--- src/rtl/lpma_pkg.sv ---
// Shared types and constants for the load percentage moving-average block.
`default_nettype none
package lpma_pkg;

	// Width of every percentage value (hundredths of a percent, 0..10000)
	localparam int QUO_W  = 14;
	// Step counter for the one-bit-per-cycle multiply and divide
	localparam int STEP_W = 4;
	// Scale factor applied to the busy ticks
	localparam logic [QUO_W-1:0] LOAD_SCALE = 14'd10000;

	// Configuration port
	localparam int CFG_W     = 5;
	localparam int CFG_IDX_W = 2;
	localparam logic [CFG_IDX_W-1:0] CFG_WIN_SHORT = 2'd0;
	localparam logic [CFG_IDX_W-1:0] CFG_WIN_MID   = 2'd1;
	localparam logic [CFG_IDX_W-1:0] CFG_WIN_LONG  = 2'd2;
	localparam logic [CFG_W-1:0] WIN_SHORT_RST = 5'd5;
	localparam logic [CFG_W-1:0] WIN_MID_RST   = 5'd10;
	localparam logic [CFG_W-1:0] WIN_LONG_RST  = 5'd15;

	// Which quotient the shared divider is producing
	typedef enum logic [1:0] {
		SEL_LOAD,
		SEL_SHORT,
		SEL_MID,
		SEL_LONG
	} lpma_sel_t;

	// Controller states
	typedef enum logic [7:0] {
		S_IDLE  = 8'b0000_0001,
		S_PREP  = 8'b0000_0010,
		S_MUL   = 8'b0000_0100,
		S_DINIT = 8'b0000_1000,
		S_DIV   = 8'b0001_0000,
		S_WRITE = 8'b0010_0000,
		S_WALK  = 8'b0100_0000,
		S_DONE  = 8'b1000_0000
	} lpma_state_t;

	// Controller to datapath
	typedef struct packed {
		logic      capture;
		logic      prep;
		logic      mul_step;
		logic      div_init;
		logic      div_step;
		lpma_sel_t div_sel;
		logic      hist_write;
		logic      walk_step;
		logic      out_load;
	} lpma_cmd_t;

	// Datapath to controller
	typedef struct packed {
		logic step_last;
		logic walk_done;
	} lpma_status_t;

endpackage
`default_nettype wire

--- src/rtl/load_percent_moving_average.sv ---
// Top level: busy percentage per sample with three moving averages.
//
//  channel | direction | handshake           | payload
//  --------+-----------+---------------------+----------------------------------------
//  in      | input     | in_valid / in_stall | idle_ticks, kernel_ticks, user_ticks
//  out     | output    | out_valid/out_stall | load_now, avg_*, *_valid, total_zero
//  cfg     | input     | cfg_wr_en           | cfg_index, cfg_data (window lengths)
//
// The time from one acceptance to the next is set by the shared
// one-bit-per-cycle divider, used four times, the shift-add scaling,
// and the history walk through the single RAM read port.
// Reset needs no clearing pass: an average reaches the output only once every
// entry of its window has been written.
// A stalled result stays in the output register while the next sample is taken.
`default_nettype none
module load_percent_moving_average #(
	parameter int HISTORY_DEPTH = 16,
	parameter int TICK_WIDTH    = 40
) (
	input  wire logic                           clk,
	input  wire logic                           arst_n,
	input  wire logic                           in_valid,
	output logic                                in_stall,
	input  wire logic [TICK_WIDTH-1:0]          idle_ticks,
	input  wire logic [TICK_WIDTH-1:0]          kernel_ticks,
	input  wire logic [TICK_WIDTH-1:0]          user_ticks,
	output logic                                out_valid,
	input  wire logic                           out_stall,
	output logic      [lpma_pkg::QUO_W-1:0]     load_now,
	output logic      [lpma_pkg::QUO_W-1:0]     avg_short,
	output logic      [lpma_pkg::QUO_W-1:0]     avg_mid,
	output logic      [lpma_pkg::QUO_W-1:0]     avg_long,
	output logic                                short_valid,
	output logic                                mid_valid,
	output logic                                long_valid,
	output logic                                total_zero,
	input  wire logic                           cfg_wr_en,
	input  wire logic [lpma_pkg::CFG_IDX_W-1:0] cfg_index,
	input  wire logic [lpma_pkg::CFG_W-1:0]     cfg_data
);
	import lpma_pkg::*;

	lpma_cmd_t    cmd;
	lpma_status_t sts;

	lpma_ctrl u_ctrl (
		.clk      (clk),
		.arst_n   (arst_n),
		.in_valid (in_valid),
		.in_stall (in_stall),
		.out_valid(out_valid),
		.out_stall(out_stall),
		.sts      (sts),
		.cmd      (cmd)
	);

	lpma_dp #(
		.HISTORY_DEPTH(HISTORY_DEPTH),
		.TICK_WIDTH   (TICK_WIDTH)
	) u_dp (
		.clk         (clk),
		.arst_n      (arst_n),
		.cmd         (cmd),
		.sts         (sts),
		.idle_ticks  (idle_ticks),
		.kernel_ticks(kernel_ticks),
		.user_ticks  (user_ticks),
		.cfg_wr_en   (cfg_wr_en),
		.cfg_index   (cfg_index),
		.cfg_data    (cfg_data),
		.load_now    (load_now),
		.avg_short   (avg_short),
		.avg_mid     (avg_mid),
		.avg_long    (avg_long),
		.short_valid (short_valid),
		.mid_valid   (mid_valid),
		.long_valid  (long_valid),
		.total_zero  (total_zero)
	);

	// busy share never exceeds 100.00 percent
	a_load_range: assert property (@(posedge clk) disable iff (!arst_n)
		out_valid |-> (load_now <= LOAD_SCALE))
		else $error("load_now above full scale");

	// zero total forces a zero load
	a_tz_zero: assert property (@(posedge clk) disable iff (!arst_n)
		(out_valid && total_zero) |-> (load_now == '0))
		else $error("nonzero load with zero total");

	// the short average without enough history reads as zero
	a_short_gate: assert property (@(posedge clk) disable iff (!arst_n)
		(out_valid && !short_valid) |-> (avg_short == '0))
		else $error("short average not gated");

	// a new result only appears while a sample is in work
	a_result_src: assert property (@(posedge clk) disable iff (!arst_n)
		$rose(out_valid) |-> $past(in_stall))
		else $error("result without a sample in work");

endmodule
`default_nettype wire

--- src/rtl/lpma_ram.sv ---
// Generic single-write, single-read RAM with registered read data.
`default_nettype none
module lpma_ram #(
	parameter int WIDTH = 14,
	parameter int DEPTH = 16
) (
	input  wire logic                     clk,
	input  wire logic                     we,
	input  wire logic [$clog2(DEPTH)-1:0] waddr,
	input  wire logic [WIDTH-1:0]         wdata,
	input  wire logic [$clog2(DEPTH)-1:0] raddr,
	output logic      [WIDTH-1:0]         rdata
);

	logic [WIDTH-1:0] mem_q [DEPTH];

	// write port
	always_ff @(posedge clk) begin
		if (we) begin
			mem_q[waddr] <= wdata;
		end
	end

	// registered read port
	always_ff @(posedge clk) begin
		rdata <= mem_q[raddr];
	end

endmodule
`default_nettype wire

--- src/rtl/lpma_ctrl.sv ---
// Sequencing state machine for the load percentage moving-average block.
`default_nettype none
module lpma_ctrl (
	input  wire logic                  clk,
	input  wire logic                  arst_n,
	input  wire logic                  in_valid,
	output logic                       in_stall,
	output logic                       out_valid,
	input  wire logic                  out_stall,
	input  wire lpma_pkg::lpma_status_t sts,
	output lpma_pkg::lpma_cmd_t        cmd
);
	import lpma_pkg::*;

	lpma_state_t state_q, state_d;
	lpma_sel_t   sel_q, sel_d;
	logic        out_valid_q, out_valid_d;

	// next state and commands
	always_comb begin
		state_d     = state_q;
		sel_d       = sel_q;
		out_valid_d = out_valid_q & out_stall;
		cmd         = '0;
		cmd.div_sel = sel_q;
		unique case (state_q)
			S_IDLE: begin
				if (in_valid) begin
					cmd.capture = 1'b1;
					state_d     = S_PREP;
				end
			end
			S_PREP: begin
				cmd.prep = 1'b1;
				state_d  = S_MUL;
			end
			S_MUL: begin
				cmd.mul_step = 1'b1;
				if (sts.step_last) begin
					sel_d   = SEL_LOAD;
					state_d = S_DINIT;
				end
			end
			S_DINIT: begin
				cmd.div_init = 1'b1;
				state_d      = S_DIV;
			end
			S_DIV: begin
				cmd.div_step = 1'b1;
				if (sts.step_last) begin
					case (sel_q)
						SEL_LOAD: state_d = S_WRITE;
						SEL_SHORT: begin
							sel_d   = SEL_MID;
							state_d = S_DINIT;
						end
						SEL_MID: begin
							sel_d   = SEL_LONG;
							state_d = S_DINIT;
						end
						default: state_d = S_DONE;
					endcase
				end
			end
			S_WRITE: begin
				cmd.hist_write = 1'b1;
				state_d        = S_WALK;
			end
			S_WALK: begin
				cmd.walk_step = 1'b1;
				if (sts.walk_done) begin
					sel_d   = SEL_SHORT;
					state_d = S_DINIT;
				end
			end
			S_DONE: begin
				// wait until the output register is free
				if (!out_valid_q || !out_stall) begin
					cmd.out_load = 1'b1;
					out_valid_d  = 1'b1;
					state_d      = S_IDLE;
				end
			end
			default: state_d = S_IDLE;
		endcase
	end

	// state registers
	always_ff @(posedge clk or negedge arst_n) begin
		if (!arst_n) begin
			state_q     <= S_IDLE;
			sel_q       <= SEL_LOAD;
			out_valid_q <= 1'b0;
		end else begin
			state_q     <= state_d;
			sel_q       <= sel_d;
			out_valid_q <= out_valid_d;
		end
	end

	assign in_stall  = (state_q != S_IDLE);
	assign out_valid = out_valid_q;

endmodule
`default_nettype wire

--- src/rtl/lpma_dp.sv ---
// Datapath: tick arithmetic, shared divider, history ring and window sums.
`default_nettype none
module lpma_dp #(
	parameter int HISTORY_DEPTH = 16,
	parameter int TICK_WIDTH    = 40
) (
	input  wire logic                                   clk,
	input  wire logic                                   arst_n,
	input  wire lpma_pkg::lpma_cmd_t                    cmd,
	output lpma_pkg::lpma_status_t                      sts,
	input  wire logic [TICK_WIDTH-1:0]                  idle_ticks,
	input  wire logic [TICK_WIDTH-1:0]                  kernel_ticks,
	input  wire logic [TICK_WIDTH-1:0]                  user_ticks,
	input  wire logic                                   cfg_wr_en,
	input  wire logic [lpma_pkg::CFG_IDX_W-1:0]         cfg_index,
	input  wire logic [lpma_pkg::CFG_W-1:0]             cfg_data,
	output logic      [lpma_pkg::QUO_W-1:0]             load_now,
	output logic      [lpma_pkg::QUO_W-1:0]             avg_short,
	output logic      [lpma_pkg::QUO_W-1:0]             avg_mid,
	output logic      [lpma_pkg::QUO_W-1:0]             avg_long,
	output logic                                        short_valid,
	output logic                                        mid_valid,
	output logic                                        long_valid,
	output logic                                        total_zero
);
	import lpma_pkg::*;

	localparam int AW    = $clog2(HISTORY_DEPTH);
	localparam int CNT_W = $clog2(HISTORY_DEPTH + 1);
	localparam int TOT_W = TICK_WIDTH + 1;
	localparam int NUM_W = TOT_W + QUO_W;
	localparam int SUM_W = QUO_W + CNT_W;
	localparam int WC_W  = (CNT_W > CFG_W) ? CNT_W : CFG_W;
	localparam logic [AW-1:0]    LAST_SLOT = AW'(HISTORY_DEPTH - 1);
	localparam logic [CNT_W-1:0] DEPTH_CNT = CNT_W'(HISTORY_DEPTH);
	localparam logic [CNT_W-1:0] LAST_IDX  = CNT_W'(HISTORY_DEPTH - 1);
	localparam logic [WC_W-1:0]  DEPTH_WC  = WC_W'(HISTORY_DEPTH);
	localparam logic [STEP_W-1:0] LAST_STEP = STEP_W'(QUO_W - 1);

	// zero counts as one, anything above the ring depth as the depth
	function automatic logic [CNT_W-1:0] clamp_win(input logic [CFG_W-1:0] w);
		logic [WC_W-1:0] wx;
		wx = WC_W'(w);
		if (w == '0) begin
			return CNT_W'(1);
		end else if (wx > DEPTH_WC) begin
			return DEPTH_CNT;
		end else begin
			return CNT_W'(wx);
		end
	endfunction

	logic [CFG_W-1:0]      win_short_q, win_mid_q, win_long_q;
	logic [CNT_W-1:0]      win_short_c, win_mid_c, win_long_c;
	logic [TICK_WIDTH-1:0] idle_q;
	logic [TOT_W-1:0]      total_q;
	logic                  tz_q;
	logic [NUM_W-1:0]      busy_sh_q, rem_q, dvs_q;
	logic [QUO_W-1:0]      quo_q, quo_next;
	logic                  rem_ge;
	logic [STEP_W-1:0]     step_q;
	logic [QUO_W-1:0]      load_q, avg_short_q, avg_mid_q, avg_long_q;
	logic [AW-1:0]         write_slot_q, rd_addr_q;
	logic [CNT_W-1:0]      sample_count_q, walk_cnt_q, acc_idx_s1;
	logic                  acc_en_s1, walk_issue;
	logic [SUM_W-1:0]      sum_short_q, sum_mid_q, sum_long_q;
	logic [QUO_W-1:0]      ram_rdata;
	logic [NUM_W-1:0]      init_num, init_dvs;
	logic                  v_short, v_mid, v_long;
	logic [QUO_W-1:0]      load_now_q, avg_short_o, avg_mid_o, avg_long_o;
	logic                  short_valid_q, mid_valid_q, long_valid_q, total_zero_q;

	// window registers
	always_ff @(posedge clk or negedge arst_n) begin
		if (!arst_n) begin
			win_short_q <= WIN_SHORT_RST;
			win_mid_q   <= WIN_MID_RST;
			win_long_q  <= WIN_LONG_RST;
		end else if (cfg_wr_en) begin
			unique case (cfg_index)
				CFG_WIN_SHORT: win_short_q <= cfg_data;
				CFG_WIN_MID:   win_mid_q   <= cfg_data;
				CFG_WIN_LONG:  win_long_q  <= cfg_data;
				default: ;
			endcase
		end
	end

	assign win_short_c = clamp_win(win_short_q);
	assign win_mid_c   = clamp_win(win_mid_q);
	assign win_long_c  = clamp_win(win_long_q);

	assign v_short = (sample_count_q >= win_short_c);
	assign v_mid   = (sample_count_q >= win_mid_c);
	assign v_long  = (sample_count_q >= win_long_c);

	// divider step and operand selection
	assign rem_ge   = (rem_q >= dvs_q);
	assign quo_next = {quo_q[QUO_W-2:0], rem_ge};

	always_comb begin
		case (cmd.div_sel)
			SEL_LOAD: begin
				init_num = rem_q;
				init_dvs = NUM_W'(total_q);
			end
			SEL_SHORT: begin
				init_num = NUM_W'(sum_short_q);
				init_dvs = NUM_W'(win_short_c);
			end
			SEL_MID: begin
				init_num = NUM_W'(sum_mid_q);
				init_dvs = NUM_W'(win_mid_c);
			end
			default: begin
				init_num = NUM_W'(sum_long_q);
				init_dvs = NUM_W'(win_long_c);
			end
		endcase
	end

	// tick arithmetic, multiply by the scale and the shared restoring divider
	always_ff @(posedge clk or negedge arst_n) begin
		if (!arst_n) begin
			step_q <= '0;
		end else if (cmd.prep || cmd.div_init) begin
			step_q <= '0;
		end else if (cmd.mul_step || cmd.div_step) begin
			step_q <= (step_q == LAST_STEP) ? '0 : step_q + STEP_W'(1);
		end
	end

	always_ff @(posedge clk) begin
		if (cmd.capture) begin
			idle_q  <= idle_ticks;
			total_q <= TOT_W'(kernel_ticks) + TOT_W'(user_ticks);
		end
		if (cmd.prep) begin
			tz_q  <= (total_q == '0);
			rem_q <= '0;
			if (total_q != '0 && total_q >= TOT_W'(idle_q)) begin
				busy_sh_q <= NUM_W'(total_q - TOT_W'(idle_q));
			end else begin
				busy_sh_q <= '0;
			end
		end
		if (cmd.mul_step) begin
			if (LOAD_SCALE[step_q]) begin
				rem_q <= rem_q + busy_sh_q;
			end
			busy_sh_q <= busy_sh_q << 1;
		end
		if (cmd.div_init) begin
			rem_q <= init_num;
			dvs_q <= init_dvs << (QUO_W - 1);
			quo_q <= '0;
		end
		if (cmd.div_step) begin
			if (rem_ge) begin
				rem_q <= rem_q - dvs_q;
			end
			dvs_q <= dvs_q >> 1;
			quo_q <= quo_next;
			if (step_q == LAST_STEP) begin
				case (cmd.div_sel)
					// a zero total divides by zero; the load is defined as zero
					SEL_LOAD:  load_q      <= tz_q ? '0 : quo_next;
					SEL_SHORT: avg_short_q <= quo_next;
					SEL_MID:   avg_mid_q   <= quo_next;
					default:   avg_long_q  <= quo_next;
				endcase
			end
		end
	end

	// history ring
	lpma_ram #(
		.WIDTH(QUO_W),
		.DEPTH(HISTORY_DEPTH)
	) u_hist (
		.clk  (clk),
		.we   (cmd.hist_write),
		.waddr(write_slot_q),
		.wdata(load_q),
		.raddr(rd_addr_q),
		.rdata(ram_rdata)
	);

	// ring pointers and fill count
	assign walk_issue = cmd.walk_step && (walk_cnt_q != DEPTH_CNT);

	always_ff @(posedge clk or negedge arst_n) begin
		if (!arst_n) begin
			write_slot_q   <= '0;
			sample_count_q <= '0;
			rd_addr_q      <= '0;
			walk_cnt_q     <= '0;
			acc_en_s1      <= 1'b0;
		end else begin
			acc_en_s1 <= walk_issue;
			if (cmd.hist_write) begin
				write_slot_q <= (write_slot_q == LAST_SLOT) ? '0 : write_slot_q + AW'(1);
				if (sample_count_q != DEPTH_CNT) begin
					sample_count_q <= sample_count_q + CNT_W'(1);
				end
				// walk starts at the entry just written and goes backward
				rd_addr_q  <= write_slot_q;
				walk_cnt_q <= '0;
			end else if (walk_issue) begin
				rd_addr_q  <= (rd_addr_q == '0) ? LAST_SLOT : rd_addr_q - AW'(1);
				walk_cnt_q <= walk_cnt_q + CNT_W'(1);
			end
		end
	end

	// window sums, one history entry per cycle
	always_ff @(posedge clk) begin
		acc_idx_s1 <= walk_cnt_q;
		if (cmd.hist_write) begin
			sum_short_q <= '0;
			sum_mid_q   <= '0;
			sum_long_q  <= '0;
		end else if (acc_en_s1) begin
			if (acc_idx_s1 < win_short_c) begin
				sum_short_q <= sum_short_q + SUM_W'(ram_rdata);
			end
			if (acc_idx_s1 < win_mid_c) begin
				sum_mid_q <= sum_mid_q + SUM_W'(ram_rdata);
			end
			if (acc_idx_s1 < win_long_c) begin
				sum_long_q <= sum_long_q + SUM_W'(ram_rdata);
			end
		end
	end

	assign sts.step_last = (step_q == LAST_STEP);
	assign sts.walk_done = acc_en_s1 && (acc_idx_s1 == LAST_IDX);

	// output register
	always_ff @(posedge clk) begin
		if (cmd.out_load) begin
			load_now_q    <= load_q;
			avg_short_o   <= v_short ? avg_short_q : '0;
			avg_mid_o     <= v_mid ? avg_mid_q : '0;
			avg_long_o    <= v_long ? avg_long_q : '0;
			short_valid_q <= v_short;
			mid_valid_q   <= v_mid;
			long_valid_q  <= v_long;
			total_zero_q  <= tz_q;
		end
	end

	assign load_now    = load_now_q;
	assign avg_short   = avg_short_o;
	assign avg_mid     = avg_mid_o;
	assign avg_long    = avg_long_o;
	assign short_valid = short_valid_q;
	assign mid_valid   = mid_valid_q;
	assign long_valid  = long_valid_q;
	assign total_zero  = total_zero_q;

endmodule
`default_nettype wire
--- config.mk ---
export PLATFORM = sky130hd
export DESIGN_NAME = load_percent_moving_average
export DESIGN_NICKNAME = d
export VERILOG_FILES = /design/src/rtl/lpma_pkg.sv /design/src/rtl/load_percent_moving_average.sv /design/src/rtl/lpma_ram.sv /design/src/rtl/lpma_ctrl.sv /design/src/rtl/lpma_dp.sv
export SDC_FILE = /design/constraint.sdc
export NUM_CORES = 1
export LEC_CHECK = 0
export BUFFER_PORTS_ARGS = -buffer_cell sky130_fd_sc_hd__buf_2
export CAP_MARGIN = 20
export CORE_MARGIN = 4
export CORE_UTILIZATION = 60
export DETAILED_ROUTE_END_ITERATION = 6
export PLACE_DENSITY = 0.88
export SLEW_MARGIN = 25
export SYNTH_ARGS = -nofsm -noshare
export SYNTH_HDL_FRONTEND = slang
export SYNTH_SLANG_ARGS = --single-unit
--- constraint.sdc ---
create_clock -name clk -period 7.8 [get_ports clk]
set_input_delay 1.17 -clock clk [delete_from_list [all_inputs] [get_ports clk]]
set_output_delay 1.17 -clock clk [all_outputs]
set_load 0.01 [all_outputs]
## After elaboration in Yosys (flattened, before gate mapping)

Memories as Yosys holds them, arrays and structs flattened. A register that Yosys moved wholly into a read port is not among the register bits.
Cells that the tools add are included.

| cells by class | value |
|---|---|
| add/subtract/negate cells | 12 |
| $lt $le $gt $ge | 12 |
| equal/unequal tests | 24 |
| mux-type cells | 57 |
| bitwise operators | 2 |
| reductions and logical operators | 36 |

Operators with widths:

| cell | number |
|---|---|
| $mux 55 | 9 |
| $pmux 55 s3 | 1 |
| $pmux 41 s3 | 1 |
| $mux 54 | 2 |
| $pmux 8 s8 | 1 |
| $add 19x14->19 | 3 |
| $add 55x55->55 | 1 |
| $ge 55x54->1 | 1 |
| $sub 55x54->55 | 1 |
| $sub 41x40->42 | 1 |
| $add 40x40->41 | 1 |
| $ge 41x40->1 | 1 |
| $logic_not 41->1 | 1 |
| $reduce_bool 41->1 | 1 |
| $mux 5 | 8 |
| $mux 8 | 5 |
| $mux 4 | 7 |
| $mux 13 | 2 |
| $pmux 8 s2 | 1 |
| $ge 5x5->1 | 3 |
| $gt 5x5->1 const B | 3 |
| $logic_not 5->1 | 3 |
| $lt 5x5->1 | 3 |
| $mux 1 | 15 |
| other kinds (38) | 68 |

| word-level totals | value |
|---|---|
| register bits | 486 |
| bits in writable memories | 224 |
| ROM bits | 16 |
| input port bits | 132 |
| word-level logic and storage cells | 181 |
| memories kept | 2 |

Memories:

| name | words | width | rd ports | clocked after memory_dff | wr ports | RTL line | text |
|---|---|---|---|---|---|---|---|
| u_dp.u_hist.mem_q | 16 | 14 | 1 | 1 | 1 | lpma_ram.sv:15 | `logic [WIDTH-1:0] mem_q [DEPTH];` |
| (no name shown) | 16 | 1 | 1 | 0 | 0 | lpma_dp.sv:148 | `if (LOAD_SCALE[step_q]) begin` |

## Longest topological paths before layout

| depth | value |
|---|---|
| depth after elaboration | 8 |
| mapped depth | 15 |
| gate-level depth less buffers | 14 |

## Cells and area by module

From an unflattened synthesis, not the netlist that was laid out.

| unflattened totals | value |
|---|---|
| cells, all modules | 3683 |
| area, all modules | 40699.0 µm² |

By module, submodules not included:

| module | instances | cells an instance | area an instance (µm²) | seq. area each (µm²) |
|---|---|---|---|---|
| lpma_dp | 1 | 3220 | 31189.9 | 12902.4 |
| lpma_ram | 1 | 379 | 8763.4 | 7006.7 |
| lpma_ctrl | 1 | 84 | 745.7 | 276.5 |

## Worst setup path before layout

No wires, ideal clock.

| timing | value |
|---|---|
| kind | in2reg |
| start point | input port in_valid |
| end point | register u_dp.idle_q[0] (enable) |
| arrival | 4.575 ns |
| path slack | 2.703 ns |
| stages on the path | 2 |
| path through | inv_1 -> nor2_1 |

RTL lines:

| element | RTL line | text |
|---|---|---|
| from (decl) | load_percent_moving_average.sv:22 | `input wire logic in_valid,` |
| to (signal assigned) | lpma_dp.sv:135 | `idle_q <= idle_ticks;` |
| to (decl) | lpma_dp.sv:55 | `logic [TICK_WIDTH-1:0] idle_q;` |

## Worst setup path after layout

| timing | value |
|---|---|
| start point | register u_dp.dvs_q[10] |
| end point | register u_dp.rem_q[54] |

| between the ends | value |
|---|---|
| longest elaborated chain between the ends | 3 |

Ends and longest elaborated chain:

| element | RTL line | text |
|---|---|---|
| from (decl) | lpma_dp.sv:58 | `logic [NUM_W-1:0] busy_sh_q, rem_q, dvs_q;` |
| from (signal assigned) | lpma_dp.sv:155 | `dvs_q <= init_dvs << (QUO_W - 1);` |
| from (signal assigned) | lpma_dp.sv:162 | `dvs_q <= dvs_q >> 1;` |
| $ge 55x54->1 | lpma_dp.sv:98 | `assign rem_ge = (rem_q >= dvs_q);` |
| named net u_dp.rem_ge | lpma_dp.sv:60 | `logic rem_ge;` |
| $mux 55 | lpma_dp.sv:159 | `if (rem_ge) begin` |
| $mux 55 | lpma_dp.sv:158 | `if (cmd.div_step) begin` |
| to (signal assigned) | lpma_dp.sv:149 | `rem_q <= rem_q + busy_sh_q;` |
| to (signal assigned) | lpma_dp.sv:154 | `rem_q <= init_num;` |
| to (signal assigned) | lpma_dp.sv:160 | `rem_q <= rem_q - dvs_q;` |
| to (decl) | lpma_dp.sv:58 |  |

The timed path passes the listed nets, and every way through them passes these cells.
A chain may end at the register's enable or synchronous reset.

==> summary.txt <==
Cell depth of the worst setup path - 15
Clock sinks - 724
Postcts setup bufs - 0
Worst Path Arrival - 5.04 ns
Post-layout worst setup margin - 3.26 ns
Post_cts resized - 0
Nets - 4287
Max Fclk - 220 MHz
Maximum vdd drop - 230 uV
Initial antenna violation count - 2
Full die area - 72200 sq um
Core area - 67300 sq um
Final setup fails - 0
Synth top area share - 40.0%
Global-route wire length before repair - 178 mm
Delay of the slowest critical-path stage - 0.43 ns
Synthesized cell area - 40800 sq um
Final Cell Area - 45100 sq um
Tot GR Track Use - 31.7%
HPWL after DPL - 80.2 mm
GP Congestion - 0.978
RSZ-0062 raised after global routing - no
Drt drc - 0
Setup_tns - 0 ns
#FFs+latches synth - 724
Critical path type - reg2reg
Hold WC Path Type - reg2reg
Hold depth - 0
Share of flip-flops with an asynchronous set or reset - 6.77%
Final hold vios - 0
Top post-synthesis cells by area - edfxtp_1 40%, ha_1 8.4%, dfxtp_1 6.5%
H-Tree Level Count - 3
Crit. End Element - flip-flop
Status - completed
Worst Path Required - 8.30 ns
Routed len/inst - 24.0 microns
Synth Flop Type - edfxtp_1
Reg clk slew, reported paths - 0.06 ns
I/O Buffers - 193
Wirelength, routed - 116 mm
Cell Chain, Critical Path - inv_1 -> ha_1 -> a21oi_1 -> o21ai_0 -> or3_1 -> o21a_1 -> a211oi_2 -> o22ai_1 -> o31a_1 -> nand2_1 -> buf_4 -> inv_2 -> buf_4 -> a2111oi_0 -> a21oi_1
Vias in the first global route - 31100
Static Leak - 18.1 nW
Vias - 32100
Pwr per Cell Area - 292 nW/um^2
WP buf/inv - 4
Rows - 95
Worst rel slew slack - 24.1%
R2R cell count - 15
Mapped Avg Cell Area - 10.9 sq um
Hold slack - 0.458 ns
Placement Cell Area - 42500 sq um
DR pass1 iterations - 6
Final period utilization - 58.2%
Layout cells sized above 1 - 12.4%
Finished Core Util - 67.0%
Mapped Cells - 3729
CP top delay family - compound AO/OA/AOI/OAI gates
Synth warn - 0
1st-iter DRT viols - 4400
Clk_lat worst skew - 0.67 ns
Initial Util - 60.6%
# hold bufs at CTS - 0
Chip Height - 269 microns
EDFF count, synth - 543
Worst path slowest cell - a211oi_2
GRT overflow - 0
CTS max path bufs - 3
Least-Margin Pin Slew - 1.14 ns
Count leader, synth - edfxtp_1
Synth area leader - edfxtp_1
Final min period - 4.54 ns
Commonest cells in the netlist - 543 x edfxtp_1, 318 x a21oi_1, 277 x nand2_1
Pins Over Slew Limit - 0
Final Skew - 0.0481 ns
Largest net degree at the start of global routing - 76
Area Growth Syn to Fin - 10.5%
CTS tree - done
Post-place setup slack - 3.03 ns
Post-Syn Nets - 4141
Register area share after synthesis - 49.5%
Root buf cell - clkbuf_16
Max cap viols - 0
Yosys cell types - 93
CTS Buf Count - 77
# IOs - 194
Critical Path Start Type - flip-flop
Crit Path Max Fanout - 65
Die width - 269 microns
Routed Antenna Nets - 0
Via density - 6.67
==> power breakdown <==
part	total, mW	switching [mW]	internal (mW)
combinational	4.31	2.61	1.70
clock	3.70	1.64	2.07
sequential	5.17	0.477	4.69
==> worst register-to-register path, cell delays in order, from the launching register on <==
cell and delay [ns]:
edfxtp_1 0.35, inv_1 0.11, ha_1 0.31, a21oi_1 0.23, o21ai_0 0.15, or3_1 0.32
o21a_1 0.26, a211oi_2 0.43, o22ai_1 0.20, o31a_1 0.41, nand2_1 0.14, buf_4 0.43
inv_2 0.17, buf_4 0.33, a2111oi_0 0.50, a21oi_1 0.10
==> cell families (layout without fill, tap and decap cells) <==
| kind of cell | after synthesis | in the layout | synth area share (%) |
|---|---|---|---|
| simple gates | 964 | 964 | 11.7 |
| flops | 724 | 724 | 49.5 |
| xor+xnor | 223 | 223 | 4.79 |
| other cells | 0 | 1 | 0 |
| buf+inv | 346 | 553 | 3.28 |
| compound gates | 1093 | 1093 | 17.4 |
| mux | 99 | 99 | 4.62 |
| fa+ha+maj | 280 | 280 | 8.72 |
==> layout by cell type (no fill, tap or decap), drive strengths merged, types with 46 or more instances in the layout <==
cell type / instances
and3: 46
ha: 273
a21oi: 319
dfxtp: 132
mux4: 70
buf: 221
clkbuf: 94
a21o: 172
o21ai: 235
nand2: 278
xor2: 99
nand3: 89
xnor2: 124
nor2: 201
inv: 195
edfxtp: 543
nand4: 46
and2: 79
==> final cells by class <==
type | count | area (sq um)
Clock buffer | 94 | 2040
Antenna cell | 1 | 2.50
Clock inverter | 46 | 502
Fill cell | 4807 | 22200
Multi-Input combinational cell | 2659 | 19300
Inverter | 192 | 721
Timing Repair Buffer | 221 | 1180
Tap cell | 873 | 1090
Sequential cell | 724 | 20200
==> routing by layer <==
metal	track usage, %	routed length [microns]	vias up
li1	-	-	14400
met1	43.9	44400	15400
met2	49.6	52500	2006
met3	6.76	13900	368
met4	12.6	4860	2
met5	0	11	-
==> metrics by stage <==
stage | cells | power, mW
floorplan | 3729 | 8.18
global placement | 4669 | 9.23
detailed placement | 4669 | 9.35
CTS | 4809 | 13.1
global route | 4809 | 13.8
finish | 4810 | 13.2
==> flip-flops by register name (all words and copies together), names as in the netlist, 13 cells and up <==
signal             count
u_dp.u_hist.mem_q    224
u_dp.busy_sh_q        55
u_dp.rem_q            55
u_dp.dvs_q            54
u_dp.total_q          41
u_dp.idle_q           40
u_dp.sum_long_q       19
u_dp.sum_mid_q        19
u_dp.sum_short_q      19
u_dp.avg_long         14
u_dp.avg_long_q       14
u_dp.avg_mid          14
u_dp.avg_mid_q        14
u_dp.avg_short        14
u_dp.avg_short_q      14
u_dp.load_now         14
u_dp.load_q           14
u_dp.u_hist.rdata     14
u_dp.quo_q            13
==> worst paths after layout <==
| check | startpoint | endpoint | slack [ns] |
|---|---|---|---|
| setup / recovery | u_dp.dvs_q[10] | u_dp.rem_q[54] | 3.26 |
| hold / removal | u_dp.walk_cnt_q[4] | u_dp.acc_idx_s1[4] | 0.46 |
| setup reg to reg | u_dp.dvs_q[10] | u_dp.rem_q[54] | 3.26 |
| hold reg to reg | u_dp.walk_cnt_q[4] | u_dp.acc_idx_s1[4] | 0.46 |
| max in group asynchronous | arst_n | u_dp.rd_addr_q[0] | 6.58 |
| min in group asynchronous | arst_n | u_dp.win_short_q[3] | 0.67 |
No activity file was read; power rests on OpenSTA's default activity.
